[config.mk]
export PLATFORM = sky130hd
export DESIGN_NAME = two_wire_sensor_bus_master
export DESIGN_NICKNAME = d
export VERILOG_FILES = /design/src/rtl/tsbm_pkg.sv /design/src/rtl/tsbm_cfg.sv /design/src/rtl/tsbm_seq.sv /design/src/rtl/two_wire_sensor_bus_master.sv
export SDC_FILE = /design/constraint.sdc
export NUM_CORES = 1
export LEC_CHECK = 0
export BUFFER_PORTS_ARGS = -buffer_cell sky130_fd_sc_hd__buf_2
export CORE_ASPECT_RATIO = 1.25
export CORE_MARGIN = 3
export CORE_UTILIZATION = 60
export DETAILED_ROUTE_END_ITERATION = 8
export PLACE_DENSITY = 0.78
export SLEW_MARGIN = 25
export SYNTH_ARGS = -nofsm -noshare
export SYNTH_HDL_FRONTEND = slang
export SYNTH_HIERARCHICAL = 1
export SYNTH_SLANG_ARGS = --single-unit
[constraint.sdc]
create_clock -name i_clk -period 12.4 [get_ports i_clk]
set_input_delay 3.72 -clock i_clk [delete_from_list [all_inputs] [get_ports i_clk]]
set_output_delay 3.72 -clock i_clk [all_outputs]
set_load 0.01 [all_outputs]
[src/rtl/tsbm_pkg.sv]
// Package for the two-wire sensor bus master: item and configuration types,
// command codes, register indexes, reset values and protocol constants.
// No dependencies.
`default_nettype none

package tsbm_pkg;

    // command codes on the op field
    localparam logic [2:0] OP_TICK      = 3'd0;
    localparam logic [2:0] OP_TEMP      = 3'd1;
    localparam logic [2:0] OP_HUMID     = 3'd2;
    localparam logic [2:0] OP_SOFT_RST  = 3'd3;
    localparam logic [2:0] OP_CONN_RST  = 3'd4;

    // command bytes sent on the wire
    localparam logic [7:0] CMD_BYTE_TEMP     = 8'h03;
    localparam logic [7:0] CMD_BYTE_HUMID    = 8'h05;
    localparam logic [7:0] CMD_BYTE_SOFT_RST = 8'h1e;
    localparam logic [7:0] CMD_BYTE_NONE     = 8'h00;

    // clocks with data high in a connection reset (9 to 16)
    localparam logic [4:0] RESET_CLOCKS = 5'd9;

    // status codes on done
    localparam logic [1:0] ST_OK      = 2'd0;
    localparam logic [1:0] ST_NACK    = 2'd1;
    localparam logic [1:0] ST_TIMEOUT = 2'd2;

    // configuration port
    localparam int unsigned CFG_IDX_W  = 3;
    localparam int unsigned CFG_DATA_W = 16;

    localparam logic [CFG_IDX_W-1:0] REG_LONG_PHASE    = 3'd0;
    localparam logic [CFG_IDX_W-1:0] REG_SHORT_PHASE   = 3'd1;
    localparam logic [CFG_IDX_W-1:0] REG_POLL_INTERVAL = 3'd2;
    localparam logic [CFG_IDX_W-1:0] REG_POLL_LIMIT    = 3'd3;

    localparam logic [7:0]  LONG_PHASE_RST    = 8'd3;
    localparam logic [7:0]  SHORT_PHASE_RST   = 8'd1;
    localparam logic [15:0] POLL_INTERVAL_RST = 16'd3000;
    localparam logic [7:0]  POLL_LIMIT_RST    = 8'd240;

    typedef struct packed {
        logic [2:0] op;
        logic       data_line;
    } t_in_item;

    typedef struct packed {
        logic        clock_line;
        logic        data_drive;
        logic        data_level;
        logic        busy_res;
        logic        done_res;
        logic [1:0]  status;
        logic [15:0] measurement;
    } t_out_item;

    typedef struct packed {
        logic [7:0]  long_phase_ticks;
        logic [7:0]  short_phase_ticks;
        logic [15:0] poll_interval_ticks;
        logic [7:0]  poll_limit;
    } t_cfg;

endpackage

`default_nettype wire

[src/rtl/tsbm_cfg.sv]
// Configuration register file of the two-wire sensor bus master.
// Depends on tsbm_pkg.
`default_nettype none

module tsbm_cfg (
    input  wire logic                               i_clk,
    input  wire logic                               i_rst_n,
    input  wire logic                               i_cfg_we,
    input  wire logic [tsbm_pkg::CFG_IDX_W-1:0]     i_cfg_idx,
    input  wire logic [tsbm_pkg::CFG_DATA_W-1:0]    i_cfg_wdata,
    output tsbm_pkg::t_cfg                          o_cfg
);

    tsbm_pkg::t_cfg r_cfg;

    always_ff @(posedge i_clk) begin
        if (!i_rst_n) begin
            r_cfg.long_phase_ticks    <= tsbm_pkg::LONG_PHASE_RST;
            r_cfg.short_phase_ticks   <= tsbm_pkg::SHORT_PHASE_RST;
            r_cfg.poll_interval_ticks <= tsbm_pkg::POLL_INTERVAL_RST;
            r_cfg.poll_limit          <= tsbm_pkg::POLL_LIMIT_RST;
        end else if (i_cfg_we) begin
            unique case (i_cfg_idx)
                tsbm_pkg::REG_LONG_PHASE:    r_cfg.long_phase_ticks    <= i_cfg_wdata[7:0];
                tsbm_pkg::REG_SHORT_PHASE:   r_cfg.short_phase_ticks   <= i_cfg_wdata[7:0];
                tsbm_pkg::REG_POLL_INTERVAL: r_cfg.poll_interval_ticks <= i_cfg_wdata;
                tsbm_pkg::REG_POLL_LIMIT:    r_cfg.poll_limit          <= i_cfg_wdata[7:0];
                default: ;  // unmapped index, write dropped
            endcase
        end
    end

    assign o_cfg = r_cfg;

endmodule

`default_nettype wire

[src/rtl/tsbm_seq.sv]
// Bus sequencer of the two-wire sensor bus master: phase state machine,
// counters and the registered per-tick result. Depends on tsbm_pkg.
`default_nettype none

module tsbm_seq (
    input  wire logic                  i_clk,
    input  wire logic                  i_rst_n,
    input  wire logic                  i_step,
    input  wire tsbm_pkg::t_in_item    i_item,
    input  wire tsbm_pkg::t_cfg        i_cfg,
    output tsbm_pkg::t_out_item        o_item
);

    typedef enum logic [4:0] {
        PH_IDLE, PH_RST_HI, PH_RST_LO,
        PH_S0, PH_S1, PH_S2, PH_S3, PH_S4, PH_S5, PH_S6,
        PH_W_HI, PH_W_LO, PH_ACK_HI, PH_ACK_OK, PH_ACK_BAD, PH_POLL,
        PH_R_HI, PH_R_LO, PH_RA_HI, PH_RA_LO,
        PH_FIN_OK, PH_FIN_NACK, PH_FIN_TOUT
    } t_phase;

    t_phase              r_phase, n_phase, cur_phase;
    logic [3:0]          r_bc, n_bc;
    logic [15:0]         r_timer, n_timer, timer_dec;
    logic [7:0]          r_poll, n_poll;
    logic [15:0]         r_word, n_word;
    logic [7:0]          r_cmd, n_cmd;
    logic [2:0]          r_act, n_act;
    tsbm_pkg::t_out_item r_out, n_out;
    logic                start;
    logic                lvl;
    logic [4:0]          bc_inc;

    function automatic logic [15:0] nz16(input logic [15:0] v);
        return (v == 16'd0) ? 16'd1 : v;
    endfunction

    // phase length in ticks on entry; zero registers act as one
    function automatic logic [15:0] phase_ticks(input t_phase ph, input tsbm_pkg::t_cfg c);
        logic [15:0] d;
        unique case (ph)
            PH_RST_HI, PH_RST_LO, PH_S3, PH_W_HI, PH_ACK_HI, PH_RA_HI:
                d = {8'd0, c.long_phase_ticks};
            PH_POLL:
                d = c.poll_interval_ticks;
            default:
                d = {8'd0, c.short_phase_ticks};
        endcase
        return nz16(d);
    endfunction

    assign start = (r_phase == PH_IDLE) &&
                   (i_item.op == tsbm_pkg::OP_TEMP || i_item.op == tsbm_pkg::OP_HUMID ||
                    i_item.op == tsbm_pkg::OP_SOFT_RST || i_item.op == tsbm_pkg::OP_CONN_RST);
    assign bc_inc = {1'b0, r_bc} + 5'd1;

    always_comb begin
        n_phase = r_phase;
        n_bc    = r_bc;
        n_timer = r_timer;
        n_poll  = r_poll;
        n_word  = r_word;
        n_cmd   = r_cmd;
        n_act   = r_act;
        n_out   = '0;
        lvl     = 1'b0;

        if (start) begin
            n_act  = i_item.op;
            unique case (i_item.op)
                tsbm_pkg::OP_TEMP:     n_cmd = tsbm_pkg::CMD_BYTE_TEMP;
                tsbm_pkg::OP_HUMID:    n_cmd = tsbm_pkg::CMD_BYTE_HUMID;
                tsbm_pkg::OP_SOFT_RST: n_cmd = tsbm_pkg::CMD_BYTE_SOFT_RST;
                default:               n_cmd = tsbm_pkg::CMD_BYTE_NONE;
            endcase
            n_word  = '0;
            n_bc    = '0;
            n_poll  = '0;
            n_phase = (i_item.op == tsbm_pkg::OP_SOFT_RST || i_item.op == tsbm_pkg::OP_CONN_RST)
                      ? PH_RST_HI : PH_S0;
            n_timer = phase_ticks(n_phase, i_cfg);
        end

        cur_phase = n_phase;
        timer_dec = (n_timer == 16'd0) ? 16'd0 : n_timer - 16'd1;

        if (cur_phase == PH_FIN_OK || cur_phase == PH_FIN_NACK ||
            cur_phase == PH_FIN_TOUT) begin
            n_out.done_res    = 1'b1;
            n_out.status      = (cur_phase == PH_FIN_NACK) ? tsbm_pkg::ST_NACK :
                                (cur_phase == PH_FIN_TOUT) ? tsbm_pkg::ST_TIMEOUT :
                                                             tsbm_pkg::ST_OK;
            n_out.measurement = n_word;
            n_phase           = PH_IDLE;
            n_timer           = '0;
        end else if (cur_phase != PH_IDLE) begin
            // pin levels of the current phase
            unique case (cur_phase)
                PH_RST_HI, PH_S1, PH_S5: begin
                    n_out.clock_line = 1'b1; n_out.data_drive = 1'b1; lvl = 1'b1;
                end
                PH_RST_LO, PH_S0, PH_S6: begin
                    n_out.data_drive = 1'b1; lvl = 1'b1;
                end
                PH_S2, PH_S4: begin
                    n_out.clock_line = 1'b1; n_out.data_drive = 1'b1;
                end
                PH_S3: n_out.data_drive = 1'b1;
                PH_W_HI: begin
                    n_out.clock_line = 1'b1; n_out.data_drive = 1'b1;
                    lvl = n_cmd[3'd7 - n_bc[2:0]];
                end
                PH_W_LO: begin
                    n_out.data_drive = 1'b1;
                    lvl = n_cmd[3'd7 - n_bc[2:0]];
                end
                PH_ACK_HI, PH_ACK_OK, PH_ACK_BAD, PH_R_HI: n_out.clock_line = 1'b1;
                PH_RA_HI: begin
                    n_out.clock_line = 1'b1; n_out.data_drive = 1'b1; lvl = n_bc[3];
                end
                PH_RA_LO: begin
                    n_out.data_drive = 1'b1; lvl = n_bc[3];
                end
                default: ;
            endcase
            n_out.data_level = n_out.data_drive & lvl;
            n_out.busy_res   = 1'b1;
            n_timer          = timer_dec;

            if (timer_dec == 16'd0) begin
                unique case (cur_phase)
                    PH_RST_HI: n_phase = PH_RST_LO;
                    PH_RST_LO: begin
                        if (bc_inc >= tsbm_pkg::RESET_CLOCKS) begin
                            n_bc = '0; n_phase = PH_S0;
                        end else begin
                            n_bc = bc_inc[3:0]; n_phase = PH_RST_HI;
                        end
                    end
                    PH_S0: n_phase = PH_S1;
                    PH_S1: n_phase = PH_S2;
                    PH_S2: n_phase = PH_S3;
                    PH_S3: n_phase = PH_S4;
                    PH_S4: n_phase = PH_S5;
                    PH_S5: n_phase = PH_S6;
                    PH_S6: begin
                        if (n_act == tsbm_pkg::OP_CONN_RST) begin
                            n_phase = PH_FIN_OK;
                        end else begin
                            n_bc = '0; n_phase = PH_W_HI;
                        end
                    end
                    PH_W_HI: n_phase = PH_W_LO;
                    PH_W_LO: begin
                        if (n_bc >= 4'd7) begin
                            n_phase = PH_ACK_HI;
                        end else begin
                            n_bc = n_bc + 4'd1; n_phase = PH_W_HI;
                        end
                    end
                    PH_ACK_HI:  n_phase = i_item.data_line ? PH_ACK_BAD : PH_ACK_OK;
                    PH_ACK_BAD: n_phase = PH_FIN_NACK;
                    PH_ACK_OK: begin
                        if (n_act == tsbm_pkg::OP_SOFT_RST) begin
                            n_phase = PH_FIN_OK;
                        end else begin
                            n_poll = '0; n_phase = PH_POLL;
                        end
                    end
                    PH_POLL: begin
                        if (!i_item.data_line) begin
                            n_bc = '0; n_phase = PH_R_HI;
                        end else begin
                            n_poll = n_poll + 8'd1;
                            n_phase = ({8'd0, n_poll} >= nz16({8'd0, i_cfg.poll_limit}))
                                      ? PH_FIN_TOUT : PH_POLL;
                        end
                    end
                    PH_R_HI: begin
                        n_word  = {n_word[14:0], i_item.data_line};
                        n_phase = PH_R_LO;
                    end
                    PH_R_LO: begin
                        if (n_bc[2:0] == 3'b111) begin
                            n_phase = PH_RA_HI;
                        end else begin
                            n_bc = n_bc + 4'd1; n_phase = PH_R_HI;
                        end
                    end
                    PH_RA_HI: n_phase = PH_RA_LO;
                    PH_RA_LO: begin
                        if (n_bc == 4'd15) begin
                            n_phase = PH_FIN_OK;
                        end else begin
                            n_bc = 4'd8; n_phase = PH_R_HI;
                        end
                    end
                    default: n_phase = PH_IDLE;
                endcase
                n_timer = phase_ticks(n_phase, i_cfg);
            end
        end
    end

    always_ff @(posedge i_clk) begin
        if (!i_rst_n) begin
            r_phase <= PH_IDLE;
            r_bc    <= '0;
            r_timer <= '0;
            r_poll  <= '0;
            r_word  <= '0;
            r_cmd   <= '0;
            r_act   <= '0;
            r_out   <= '0;
        end else if (i_step) begin
            r_phase <= n_phase;
            r_bc    <= n_bc;
            r_timer <= n_timer;
            r_poll  <= n_poll;
            r_word  <= n_word;
            r_cmd   <= n_cmd;
            r_act   <= n_act;
            r_out   <= n_out;
        end
    end

    assign o_item = r_out;

endmodule

`default_nettype wire

[src/rtl/two_wire_sensor_bus_master.sv]
// Top level of the two-wire sensor bus master: handshakes, configuration
// registers and the bus sequencer. Depends on tsbm_pkg, tsbm_cfg, tsbm_seq.
`default_nettype none

// Each input transaction is one timing tick of the sensor bus and yields exactly
// one output transaction with the pin levels and status for that tick. The block
// takes one tick per clock: the whole step of the phase state machine sits
// between the sequencer state and the result register, so a new transaction is
// accepted every cycle and its result shows in the next cycle. The result register
// takes the next tick on the same edge that the waiting result is drained; the
// input side only stalls when a result is pending and the consumer holds off.
// Commands (op 1 to 4) start only from idle; op 0 and op 5 to 7 just advance time.
// Timing registers (long/short phase, poll interval, poll limit) must be written
// by the user via the write port only while no command runs (not enforced); zero
// acts as one. data_line is sampled on the last tick of the acknowledge, poll and
// read-bit phases. The done tick drops busy and carries status and measurement.
module two_wire_sensor_bus_master (
    input  wire logic                               i_clk,
    input  wire logic                               i_rst_n,
    // tick transactions in
    input  wire logic                               i_in_valid,
    output      logic                               o_in_ready,
    input  wire tsbm_pkg::t_in_item                 i_in,
    // per-tick results out
    output      logic                               o_out_valid,
    input  wire logic                               i_out_ready,
    output tsbm_pkg::t_out_item                     o_out,
    // configuration writes
    input  wire logic                               i_cfg_we,
    input  wire logic [tsbm_pkg::CFG_IDX_W-1:0]     i_cfg_idx,
    input  wire logic [tsbm_pkg::CFG_DATA_W-1:0]    i_cfg_wdata
);

    tsbm_pkg::t_cfg cfg;
    logic           step;
    logic           r_out_valid;

    // result register can take a new tick when empty or being drained
    assign o_in_ready = !r_out_valid || i_out_ready;
    assign step       = i_in_valid && o_in_ready;

    always_ff @(posedge i_clk) begin
        if (!i_rst_n) begin
            r_out_valid <= 1'b0;
        end else if (step) begin
            r_out_valid <= 1'b1;
        end else if (i_out_ready) begin
            r_out_valid <= 1'b0;
        end
    end

    assign o_out_valid = r_out_valid;

    tsbm_cfg u_cfg (
        .i_clk       (i_clk),
        .i_rst_n     (i_rst_n),
        .i_cfg_we    (i_cfg_we),
        .i_cfg_idx   (i_cfg_idx),
        .i_cfg_wdata (i_cfg_wdata),
        .o_cfg       (cfg)
    );

    tsbm_seq u_seq (
        .i_clk   (i_clk),
        .i_rst_n (i_rst_n),
        .i_step  (step),
        .i_item  (i_in),
        .i_cfg   (cfg),
        .o_item  (o_out)
    );

endmodule

`default_nettype wire

Word level (Yosys, flattened, before mapping) --
Cells that the tools add are included.
Storage, ports and cells: memories kept 0, input port bits 28, bits in writable memories 0, bits in latches 0, register bits 124, word-level logic and storage cells 180, ROM bits 0, output and inout bits 25
Operators by class: bitwise logic cells 1, $lt $le $gt $ge 4, multiplexer cells 74, shifts and indexed selects 0, div/mod/pow operators 0, eq/ne operators 47, reduce and logical (&&, ||, !) cells 30, multiply operators 0, add/subtract/negate cells 5
Operators with widths (count):
- $mux W16 | 16
- $pmux W5 S19 | 1
- $eq A5 B4 Y1 const B | 14
- $logic_not A16 Y1 | 4
- $mux W8 | 8
- $pmux W16 S2 | 2
- $mux W5 | 11
- $mux W4 | 12
- $eq A5 B5 Y1 const B | 9
- $eq A5 B3 Y1 const B | 6
- $pmux W4 S6 | 1
- $eq A5 B2 Y1 const B | 4
- $mux W19 | 1
- $reduce_or A6 Y1 | 3
- $ge A8 B16 Y1 | 1
- $pmux W8 S2 | 1
- $sub A16 B1 Y16 const B | 1
- $eq A3 B2 Y1 const B | 5
- $eq A5 B1 Y1 const B | 3
- $pmux W5 S3 | 1
- $reduce_or A13 Y1 | 1
- $mux W2 | 6
- $reduce_or A11 Y1 | 1
- $eq A3 B3 Y1 const B | 3
- 24 further kinds | 46

Longest topological paths before layout --
Gate-level depths: netlist (run 1).
depth after elaboration 27, gate-level depth with buffers 26, mapped depth without buffers 21

Cells and area by module --
The synthesis (run 1) kept the hierarchy.
Modules (own cells, without submodules):
- tsbm_seq | area an instance 6552.5 µm², sequential area each 1661.6 µm², cells each 901, instances 1
- tsbm_cfg | area an instance 1600.3 µm², sequential area each 800.8 µm², cells each 159, instances 1
- two_wire_sensor_bus_master | area an instance 57.6 µm², sequential area each 20.0 µm², cells each 5, instances 1

Worst setup path after synthesis (run 1) --
No wires, ideal clock.
path type input to register, from input i_in[3] in the netlist's numbering, to register u_seq.r_timer[5], setup slack 3.741 ns, data required time 12.275 ns, stages 24, arrival 8.535 ns, library setup time 0.125 ns, path through buf_2 or3_1 nand4_1 clkbuf_1 clkbuf_1 clkbuf_1 and2_1 ha_1 and3_1 nand3_1 xor2_1 nor2_1 ha_1 a21o_1 a221oi_1 a21oi_1 a21boi_0 o21ba_2 or2_1 clkbuf_1 a22o_1 a21o_1 a221oi_1 nor3_1
On the way: word-level cells in the longest chain between the ends 25, elaborated cells between the ends (all ways) 91, those cells by class add/sub (2); order compare (2); eq/ne (44); mux (29); reduce/logical (14)
RTL lines:
- from (decl) | RTL line two_wire_sensor_bus_master.sv:23 | input wire tsbm_pkg::t_in_item i_in,
- $eq A3 B1 Y1 or $eq A3 B2 Y1 (tied branches) | RTL line tsbm_seq.sv:53 | (i_item.op == tsbm_pkg::OP_TEMP || i_item.op == tsbm_pkg::OP_HUMID ||
- $logic_or A1 B1 Y1 (2 in series) | RTL line tsbm_seq.sv:53
- $logic_or A1 B1 Y1 | RTL line tsbm_seq.sv:54 | i_item.op == tsbm_pkg::OP_SOFT_RST || i_item.op == tsbm_pkg::OP_CONN_RST);
- $logic_and A1 B1 Y1 | RTL line tsbm_seq.sv:52 | assign start = (r_phase == PH_IDLE) &&
- $mux W8 | RTL line tsbm_seq.sv:68 | if (start) begin
- $add A8 B1 Y8 | RTL line tsbm_seq.sv:174 | n_poll = n_poll + 8'd1;
- $ge A8 B16 Y1 | RTL line tsbm_seq.sv:175 | n_phase = ({8'd0, n_poll} >= nz16({8'd0, i_cfg.poll_limit}))
- $mux W5 | RTL line tsbm_seq.sv:176 | ? PH_FIN_TOUT : PH_POLL;
- [... 8 more ...]
- $mux W16 | RTL line tsbm_seq.sv:130 | if (timer_dec == 16'd0) begin
- $mux W16 | RTL line tsbm_seq.sv:96 | end else if (cur_phase != PH_IDLE) begin
- $mux W16 | RTL line tsbm_seq.sv:87 | if (cur_phase == PH_FIN_OK || cur_phase == PH_FIN_NACK ||
- $logic_not A16 Y1 | RTL line tsbm_seq.sv:35 | return (v == 16'd0) ? 16'd1 : v;
- $mux W16 | RTL line tsbm_seq.sv:35
- $mux W16 | RTL line tsbm_seq.sv:130
- $mux W16 | RTL line tsbm_seq.sv:96
- $mux W16 (*) | RTL line tsbm_seq.sv:87
- to (signal assigned) | RTL line tsbm_seq.sv:218 | r_timer <= n_timer;
- to (decl) | RTL line tsbm_seq.sv:24 | logic [15:0] r_timer, n_timer, timer_dec;
Every way passes the cells marked *; elsewhere a longest branch is shown, timed or not. The select of a mux whose other input is x is not followed. A chain may end at the register's enable or synchronous reset.

Final worst setup path (run 1) --
from input i_in[1] in the netlist's numbering, to register u_seq.r_word[3]
On the way: word-level cells in the longest chain between the ends 16, elaborated cells between the ends (all ways) 40, those cells by class add/sub (1); eq/ne (15); mux (12); reduce/logical (12)
RTL lines:
- $eq A3 B2 Y1 or $eq A3 B3 Y1 (tied branches) | RTL line tsbm_seq.sv:54, tsbm_seq.sv:79
- $logic_or A1 B1 Y1 | RTL line tsbm_seq.sv:79 | n_phase = (i_item.op == tsbm_pkg::OP_SOFT_RST || i_item.op == tsbm_pkg::OP_CONN_RST)
- $mux W2 | RTL line tsbm_seq.sv:80 | ? PH_RST_HI : PH_S0;
- $eq A5 B1 Y1 (tied with other cells) | RTL line tsbm_seq.sv:41 | unique case (ph)
- $reduce_or A6 Y1 | RTL line tsbm_seq.sv:41
- $pmux W16 S2 | RTL line tsbm_seq.sv:41
- $mux W16 | RTL line tsbm_seq.sv:68
- $logic_not A16 Y1 | RTL line tsbm_seq.sv:35
- $mux W16 | RTL line tsbm_seq.sv:35
- $mux W16 | RTL line tsbm_seq.sv:68
- $sub A16 B1 Y16 or $logic_not A16 Y1 (tied branches) | RTL line tsbm_seq.sv:85 | timer_dec = (n_timer == 16'd0) ? 16'd0 : n_timer - 16'd1;
- $mux W16 | RTL line tsbm_seq.sv:85
- $logic_not A16 Y1 | RTL line tsbm_seq.sv:130
- $mux W16 | RTL line tsbm_seq.sv:130
- $mux W16 | RTL line tsbm_seq.sv:96
- $mux W16 (*) | RTL line tsbm_seq.sv:87
- to (signal assigned) | RTL line tsbm_seq.sv:220 | r_word <= n_word;
- to (decl) | RTL line tsbm_seq.sv:26 | logic [15:0] r_word, n_word;
Marks and branches as above.

==> flow_summary.yaml, run 1 <==
logic_synthesis:
  synth_top_area_cell: "dfxtp_1"
  ys_warn_count: 6
  avgSynthCellArea_sq_um: 7.71
  ys_async_sr_fraction: 0
  synth_seq_cells: 124
  yosysMostFrequentCell: "nand2_1"
  syn_nets: 1108
  synth_area_sq_mm: 0.00821
  synth_top_cell_area_share: 0.302
  syn_inst: 1065
  post_synth_num_cell_types: 91
  synth_edf_count: 0
  yosysSeqAreaShare: 0.302
  yosys-top-cells-count: "nand2_1, dfxtp_1, a21oi_1"
  ys.flop_type: "dfxtp_1"
  synthTopCellsByArea: "dfxtp_1, nand2_1, mux2i_1"
grt:
  grt_pass1_wl_um: 39100
  grt_max_degree: 67
  grt_usage: 0.318
  grt_pass1_vias: 7424
  gr-total-overflow: 0
  antenna_found_initial: 0
worst_setup_path:
  cpPeakStageDelay_ns: 0.91
  critPathMostFrequentCell: "nor2_1"
  critPathKind: "in -> reg"
  start_kind: "primary input"
  r2r.worst_path.cells: 15
  reg2reg_slack_ns: 6.05
  worstPathRequired_ns: 12.72
  r2r-start: "u_seq/r_phase[2]$_SDFFE_PN0P_"
  crit_slowest_cell: "or4_1"
  r2r_end: "u_seq/r_word[3]$_SDFFE_PN0P_"
  arrival_ns: 9.38
  crit_chain: "buf_2 > o21a_1 > nor4_4 > buf_4 > nor2_1 > nor4_2 > a21boi_1 > ha_1 > nor4bb_1 > o211ai_1 > o311ai_1 > a31oi_1 > or4_1 > nor3_4 > nor2_1 > a22o_1"
  end_kind: "flop"
  worstPathMaxFanout: 44
detailed_routing:
  via_per_inst: 6.51
  wl_per_cell_um: 19.6
  final_antenna_net_count: 0
  vias: 8120
  finalWirelength_um: 24500
  drc: 0
  drtIter0Drc: 721
  drtPass1Iterations: 6
cells_and_area:
  final_cells: 1248
  num_antenna_cells: 0
  nNetsFinal: 1109
  area_delta_synth_final_pct: 10.2
  utilization: 0.681
  stdcell_area_sq_mm: 0.00905
  drive_gt1_frac: 0.110
power:
  p_switching_mw: 0.495
  peakVddDrop_v: 0.000126
  switching_share: 0.354
  p_seq_frac: 0.317
  p_int_mw: 0.903
  clockPowerShare: 0.381
  pwr-share-comb: 0.302
  leakagePower_nw: 3.49
  power.density_mw_per_mm2: 155
placement:
  dp.cells: 1218
  postPlaceCellArea_sq_mm: 0.00842
  portBuffers: 52
  finalWeightedCongestion: 0.949
  preCtsSetupSlack_ns: 2.98
  place.detailed.hpwl_um: 17400
floorplan:
  dieArea_sq_mm: 0.0151
  rows: 47
  coreArea_sq_mm: 0.0133
  num_io_pins: 53
  die_w_um: 111
  dieHeight_um: 137
  initial_core_util: 0.618
worst_hold_path:
  holdPathStages: 2
  min_path_type: "reg -> reg"
  hold_end: "u_seq/r_cmd[4]$_SDFFE_PN0P_"
  worstHoldStart: "u_seq/r_cmd[4]$_SDFFE_PN0P_"
outcome:
  run_status: "completed"
sta:
  rsz0062_at_grt: "no"
  finalSetupViolations: 0
  maxSlewHeadroom: 0.331
  final.setup.worst_slack_ns: 3.34
  fin_crit_ns: 9.06
  min_period_over_period: 0.731
  tightest_slew_ns: 1.00
  hold_viol: 0
  setup_tns_ns: 0
  fmax_mhz: 110
  slew_violations: 0
  clock_skew_ns: 0.0134
clock_network:
  postCtsHoldBufs: 0
  cts_inserted_buffers: 17
  cts_buffer_depth: 2
  htreeDepth: 4
  clkTransAtPathRegs_ns: 0.06
  cts-resized-gates: 0
  clk_latency_ns: 0.43
  cts_tree: "built"
  post_cts.repair.setup_buffers: 0
  cts-root-buf: "clkbuf_16"
  cts_sinks: 124
job:
  maxCapViolCount: 0
## registers in the layout, indices dropped and copies added, names as in the netlist
register / cells
u_seq/r_poll: 8
u_seq/r_timer: 16
u_seq/r_bc: 4
u_seq/r_cmd: 8
o_out_valid: 1
u_cfg/o_cfg: 40
u_seq/r_act: 3
u_seq/r_word: 16
u_seq/r_phase: 5
u_seq/o_item: 23
## cell usage in the layout (no fill, tap or decap), types with 6 or more instances in the layout
cell type  Yosys  routed
a21o_1         7       7
o41a_1         6       6
mux2i_1       46      46
dfxtp_1      124     124
o211ai_1      13      13
nand4_1       13      13
o31ai_1        9       9
buf_2         16      52
nand3b_1      15      15
or3_1         13      13
a22o_1         9       9
o21ai_0       49      49
ha_1          15      15
nand2_1      140     140
o21ai_1        9       9
nor2_1        47      47
and3b_1        6       6
xnor2_1        9       9
nand3_1       48      48
nor3_1        33      33
a211oi_1       9       9
a21oi_1       82      82
inv_1         31      31
nor4_1        13      13
buf_4          2       9
clkbuf_16      0      17
a31oi_1       17      17
nor2b_1       42      42
and3_1        17      17
nand2b_1      27      27
and2_1        11      11
## worst max-delay path: cells and delay by family
kind | cells | cell delay (ns)
AO/OA/AOI/OAI | 6 | 1.35
AND/OR/NAND/NOR | 7 | 3.26
buffers and inverters | 2 | 0.69
adder cells (fa/ha/maj) | 1 | 0.35
## routing by layer
layer / global-route usage / wire length [um] / up-vias
met1: 0.392 / 10100 / 3773
met5: 0 / 0 / -
met2: 0.544 / 12000 / 347
met3: 0.0464 / 1360 / 72
met4: 0.162 / 1010 / 0
li1: - / - / 3928
## logic make-up after synthesis
| kind of cell | after synthesis | share of synthesized area |
|---|---|---|
| fa+ha+maj | 15 | 0.0229 |
| mux | 47 | 0.0575 |
| buf+inv | 110 | 0.0564 |
| flops | 124 | 0.302 |
| xor+xnor | 13 | 0.0139 |
| simple gates | 467 | 0.307 |
| compound gates | 289 | 0.240 |
## how the worst max path moves through the flow
stage                       start                             to  slack, ns  cells after the start
after floorplan           i_in[3]  u_seq/r_timer[5]$_SDFFE_PN0P_       3.74                     24
after global placement    i_in[1]   u_seq/r_word[1]$_SDFFE_PN0P_       3.11                     16
after detailed placement  i_in[1]   u_seq/r_word[2]$_SDFFE_PN0P_       2.98                     16
after CTS                 i_in[1]   u_seq/r_word[2]$_SDFFE_PN0P_       3.41                     16
after global routing      i_in[1]   u_seq/r_word[2]$_SDFFE_PN0P_       2.82                     16
final                     i_in[1]   u_seq/r_word[3]$_SDFFE_PN0P_       3.34                     16
## per-stage QoR
step | total power, mW | hold slack [ns]
2_1_floorplan | 0.750 | 0.433
3_3_place_gp | 0.861 | 0.442
3_5_place_dp | 0.857 | 0.448
4_1_cts | 1.39 | 0.456
5_1_grt | 1.46 | 0.476
6_report | 1.40 | 0.455
## power groups by stage
stage          clock network, mW  registers [mW]  logic (mW)
4_1_cts                    0.540           0.442       0.411
2_1_floorplan                  0           0.437       0.313
3_3_place_gp                   0           0.451       0.410
3_5_place_dp                   0           0.450       0.407
6_report                   0.533           0.443       0.423
5_1_grt                    0.554           0.445       0.459
## cell type report
type | instances | area, sq um
multi-input combinational | 831 | 5280
fill | 1196 | 4240
sequential | 124 | 2480
clock buffer | 18 | 439
timing repair buffer | 61 | 328
tap | 171 | 214
clock inverter | 12 | 188
inverter | 31 | 116
Note: power is estimated with default switching activity, not from simulation.
==> inputs of run 2 (changes only) <==
ABC_AREA = 1   (was unset)
clock period = 9.27 ns   (was 12.4 ns; I/O delays follow)
==> run 2 against run 1 <==
Net effect: die area fell by 2.0%; clock-buffer cell count unchanged; power grew 18%; wire length is 12% lower; critical path depth rose by 18; clock power rose by 34%; first-iteration DRC count is 5.1% lower; combinational power decreased by 13%; sequential share of layout area rose by 0.42 points; register-to-register slack worse by 2.5 ns; via count increased by 3.5%; global-route usage is 1.7 points lower.
==> flow_summary.yaml, run 2 <==
outcome:
  run_status: "completed"
sta:
  fin_crit_ns: 7.75
  min_period_over_period: 0.836
  slew_violations: 0
  setup_tns_ns: 0
  rsz0062_at_grt: "no"
  hold_viol: 0
  fmax_mhz: 129
  finalSetupViolations: 0
  clock_skew_ns: 0.00803
  maxSlewHeadroom: 0.410
  tightest_slew_ns: 0.878
grt:
  grt_max_degree: 71
  grt_pass1_wl_um: 35800
  grt_pass1_vias: 7676
  gr-total-overflow: 0
  grt_usage: 0.301
  antenna_found_initial: 0
cells_and_area:
  drive_gt1_frac: 0.121
  largest_reg_flops: 40
  ff_latch_area_sq_mm: 0.00248
  n_fill_cell: 1236
  num_antenna_cells: 0
  final_cell_mix: "nand2_1, nor2_1, inv_1"
  nNetsFinal: 1364
  mostFrequentLayoutCell: "nand2_1"
  area_delta_synth_final_pct: 10.8
  multi_input_comb_area_sq_mm: 0.00464
floorplan:
  dieHeight_um: 135
  coreArea_sq_mm: 0.0129
  num_io_pins: 53
  dieArea_sq_mm: 0.0148
  initial_core_util: 0.623
  rows: 46
  die_w_um: 110
detailed_routing:
  wl_per_cell_um: 14.4
  finalWirelength_um: 21600
  vias: 8406
  drtIter0Drc: 684
  drtPass1Iterations: 5
  via_per_inst: 5.60
  final_antenna_net_count: 0
  drc: 0
worst_setup_path:
  crit_slowest_cell: "inv_2"
  start_kind: "primary input"
  cpPeakStageDelay_ns: 0.39
  r2r_end: "u_seq/r_timer[0]$_SDFFE_PN0P_"
  arrival_ns: 8.10
  worstPathMaxFanout: 41
  r2r.worst_path.cells: 34
  r2r-start: "u_seq/r_phase[4]$_SDFFE_PN0P_"
  critPathBufInv: 4
  end_kind: "flop"
  worstPathRequired_ns: 9.62
  crit_family: "simple AND/OR/NAND/NOR gates"
  reg2reg_slack_ns: 3.54
  critPathKind: "in -> reg"
placement:
  portBuffers: 52
  place.detailed.hpwl_um: 15100
  finalWeightedCongestion: 1.02
power:
  power.density_mw_per_mm2: 186
  p_switching_mw: 0.529
  p_seq_frac: 0.347
  power_mw: 1.66
  pwr-share-comb: 0.222
  leakagePower_nw: 4.15
  switching_share: 0.320
  clockPowerShare: 0.431
  peakVddDrop_v: 0.000129
  p_int_mw: 1.13
logic_synthesis:
  ys.flop_type: "dfxtp_1"
  syn_nets: 1343
  yosysSeqAreaShare: 0.309
  yosysMostFrequentCell: "nand2_1"
  synth_seq_cells: 124
  synth_top_cell_area_share: 0.309
  synth_area_sq_mm: 0.00804
  yosys-top-cells-count: "nand2_1, nor2_1, inv_1"
  synthTopCellsByArea: "dfxtp_1, nand2_1, nor2_1"
  syn_inst: 1300
  synth_top_area_cell: "dfxtp_1"
  synth_edf_count: 0
  ys_warn_count: 6
  ys_async_sr_fraction: 0
  post_synth_num_cell_types: 50
  avgSynthCellArea_sq_um: 6.18
clock_network:
  cts_buffer_depth: 2
  cts-root-buf: "clkbuf_16"
  clk_latency_ns: 0.42
  htreeDepth: 4
  cts-resized-gates: 0
  cts_sinks: 124
  clkTransAtPathRegs_ns: 0.06
  postCtsHoldBufs: 0
  post_cts.repair.setup_buffers: 0
  cts_tree: "built"
  cts_inserted_buffers: 17
worst_hold_path:
  holdPathStages: 2
  hold_end: "u_seq/o_item[6]$_SDFFE_PN0P_"
  min_path_type: "reg -> reg"
  worstHoldStart: "u_seq/o_item[6]$_SDFFE_PN0P_"
job:
  maxCapViolCount: 0
==> run 2: cell count changes after synthesis, sizes merged, moves of 22 or more <==
cell,before,now
mux2i,46,1
nor2,47,165
nor2b,42,0
inv,31,162
a21oi,84,111
nand2,140,378
clkbuf,52,30
nand3,48,112
nand2b,28,0
==> run 2: layout make-up <==
type                       count  area share
sequential                   124       0.279
inverter                     163      0.0692
clock buffer                  18      0.0493
tap                          168      0.0236
multi-input combinational    954       0.521
clock inverter                13      0.0215
timing repair buffer          61      0.0368
==> run 2: worst max-delay path by stage <==
stage	startpoint	endpoint	slack [ns]	cells after the start
floorplan	i_in[3]	u_seq/r_timer[10]$_SDFFE_PN0P_	2.43	38
detailed placement	i_in[2]	u_seq/r_timer[0]$_SDFFE_PN0P_	1.23	34
global route	i_in[2]	u_seq/r_timer[10]$_SDFFE_PN0P_	0.88	33
CTS	i_in[2]	u_seq/r_timer[0]$_SDFFE_PN0P_	1.61	34
finish	i_in[2]	u_seq/r_timer[0]$_SDFFE_PN0P_	1.52	34
global placement	i_in[2]	u_seq/r_timer[0]$_SDFFE_PN0P_	1.40	34
==> run 2: kinds of logic after synthesis <==
| group | after synthesis | synth area share |
|---|---|---|
| adders and majority gates | 15 | 0.0233 |
| xor gates and xnor gates | 11 | 0.0120 |
| and+or+nand+nor | 696 | 0.376 |
| buffers and inverters | 222 | 0.115 |
| AOI/OAI and AO/OA | 231 | 0.163 |
| DFF | 124 | 0.309 |
| muxes | 1 | 0.00125 |
==> run 2: power groups by stage <==
stage                     clock network [mW]  registers (mW)  logic (mW)
final                                  0.714           0.574       0.368
after floorplan                            0           0.583       0.288
after global placement                     0           0.585       0.357
after global routing                   0.749           0.577       0.411
after CTS                              0.725           0.574       0.362
after detailed placement                   0           0.585       0.359
==> run 2: metrics by stage <==
step	area (sq um)	util	setup WS, ns	cells	hold slack, ns
finish	8910	0.691	1.52	1501	0.457
global route	8910	0.691	0.882	1501	0.473
CTS	8910	0.691	1.61	1501	0.460
detailed placement	8280	0.642	1.23	1470	0.450
global placement	8280	0.642	1.40	1470	0.443
floorplan	8040	-	2.43	1300	0.429
==> run 2: worst min-delay path, delay by kind of cell, from the launching register on <==
family          cells  cell delay (ns)
simple gates        1             0.06
flops               1             0.30
compound gates      1             0.05
==> run 2: metal layers <==
metal	vias up	routed length (um)	GRT usage
met5	-	0	0
met4	0	546	0.105
met3	51	1320	0.0644
met2	324	10700	0.518
met1	3802	9070	0.368
li1	4229	-	-
==> inputs of run 3 (changes only) <==
clock period = 7.6 ns   (was 9.27 ns; I/O delays follow)
==> run 3 against run 2 <==
Net effect: global-route usage grew 0.44 points; sequential power increased by 22%; sequential cell count unchanged; core utilization up 0.22 points; largest cell class unchanged; final area rose by 0.32%; first-iteration DRC count is 11% lower.
==> flow_summary.yaml, run 3 (synthesis results as in run 2) <==
clock_network:
  cts_sinks: 124
  cts_buffer_depth: 2
  cts-resized-gates: 0
  cts_inserted_buffers: 17
  htreeDepth: 4
  cts-root-buf: "clkbuf_16"
  cts_tree: "built"
  clk_latency_ns: 0.43
  clkTransAtPathRegs_ns: 0.06
  post_cts.repair.setup_buffers: 0
  postCtsHoldBufs: 0
worst_setup_path:
  end_kind: "flop"
  arrival_ns: 6.91
  cpPeakStageDelay_ns: 0.36
  crit_slowest_cell: "nand2_2"
  reg2reg_slack_ns: 2.61
  worstPathRequired_ns: 7.95
  worstPathMaxFanout: 26
  critPathBufInv: 4
  start_kind: "primary input"
  critPathKind: "in -> reg"
  crit_family: "simple AND/OR/NAND/NOR gates"
sta:
  rsz0062_at_grt: "no"
  clock_skew_ns: 0.00639
  fmax_mhz: 153
  fin_crit_ns: 6.56
  slew_violations: 0
  hold_viol: 0
  min_period_over_period: 0.863
  tightest_slew_ns: 0.879
  maxSlewHeadroom: 0.412
  final.setup.worst_slack_ns: 1.04
  finalSetupViolations: 0
  setup_tns_ns: 0
placement:
  preCtsSetupSlack_ns: 0.667
  portBuffers: 52
  place.detailed.hpwl_um: 15300
  dp.cells: 1475
  finalWeightedCongestion: 0.975
floorplan:
  initial_core_util: 0.623
  dieArea_sq_mm: 0.0148
  num_io_pins: 53
  dieHeight_um: 135
  die_w_um: 110
  rows: 46
  coreArea_sq_mm: 0.0129
cells_and_area:
  area_delta_synth_final_pct: 11.2
  final_cells: 1508
  largest_reg_flops: 40
  drive_gt1_frac: 0.124
  nNetsFinal: 1369
  utilization: 0.693
  final_cell_mix: "nand2_1, nor2_1, inv_1"
  mostFrequentLayoutCell: "nand2_1"
worst_hold_path:
  min_path_type: "reg -> reg"
grt:
  gr-total-overflow: 0
  grt_max_degree: 70
  grt_pass1_wl_um: 36300
  antenna_found_initial: 0
  grt_usage: 0.306
  grt_pass1_vias: 7794
job:
  maxCapViolCount: 0
detailed_routing:
  vias: 8376
  drtPass1Iterations: 5
  drtIter0Drc: 610
  finalWirelength_um: 21900
  final_antenna_net_count: 0
  via_per_inst: 5.55
  wl_per_cell_um: 14.5
  drc: 0
power:
  power.density_mw_per_mm2: 224
  leakagePower_nw: 4.18
  power_mw: 2.01
  peakVddDrop_v: 0.000165
outcome:
  run_status: "completed"
## run 3: final timing paths
path / cells past startpoint / start / endpoint
hold / removal: 2 / u_seq/r_cmd[7]$_SDFFE_PN0P_ / u_seq/r_cmd[7]$_SDFFE_PN0P_
setup reg to reg: 34 / u_seq/r_phase[4]$_SDFFE_PN0P_ / u_seq/r_timer[0]$_SDFFE_PN0P_
hold reg to reg: 2 / u_seq/r_cmd[7]$_SDFFE_PN0P_ / u_seq/r_cmd[7]$_SDFFE_PN0P_
setup / recovery: 34 / i_in[2] / u_seq/r_timer[0]$_SDFFE_PN0P_
## run 3: worst reg2reg max path: cells and delay by family (launching register included)
family	cells	cell delay, ns
AO/OA/AOI/OAI	4	0.61
flip-flops	1	0.55
buffers and inverters	4	0.39
AND/OR/NAND/NOR	24	2.92
XOR/XNOR	1	0.15
adder cells (fa/ha/maj)	1	0.30
## run 3: stage by stage
stage | area, sq um | hold slack [ns]
floorplan | 8040 | 0.429
finish | 8940 | 0.454
CTS | 8940 | 0.457
detailed placement | 8320 | 0.446
global route | 8940 | 0.478
global placement | 8320 | 0.439
## run 3: routing by layer
metal  vias up  share of wire  GRT usage
met3        61          0.056     0.0482
li1       4254              -          -
met2       317           0.49      0.530
met1      3744           0.42      0.365
met4         0          0.029      0.141
met5         -              0          0
## run 3: cell type report
cell class / instances / area, sq um
fillers: 1192 / 3950
flip-flops and latches: 124 / 2480
clock buffers: 20 / 457
clock inverters: 12 / 163
well taps: 168 / 210
multi-input cells: 954 / 4640
inverters: 163 / 617
diodes: 1 / 2.50
repair buffers: 66 / 365
## run 3: report_power, final
part | switching (mW) | internal, mW | total (mW)
clock | 0.312 | 0.535 | 0.848
sequential | 0.0207 | 0.680 | 0.701
combinational | 0.318 | 0.139 | 0.458
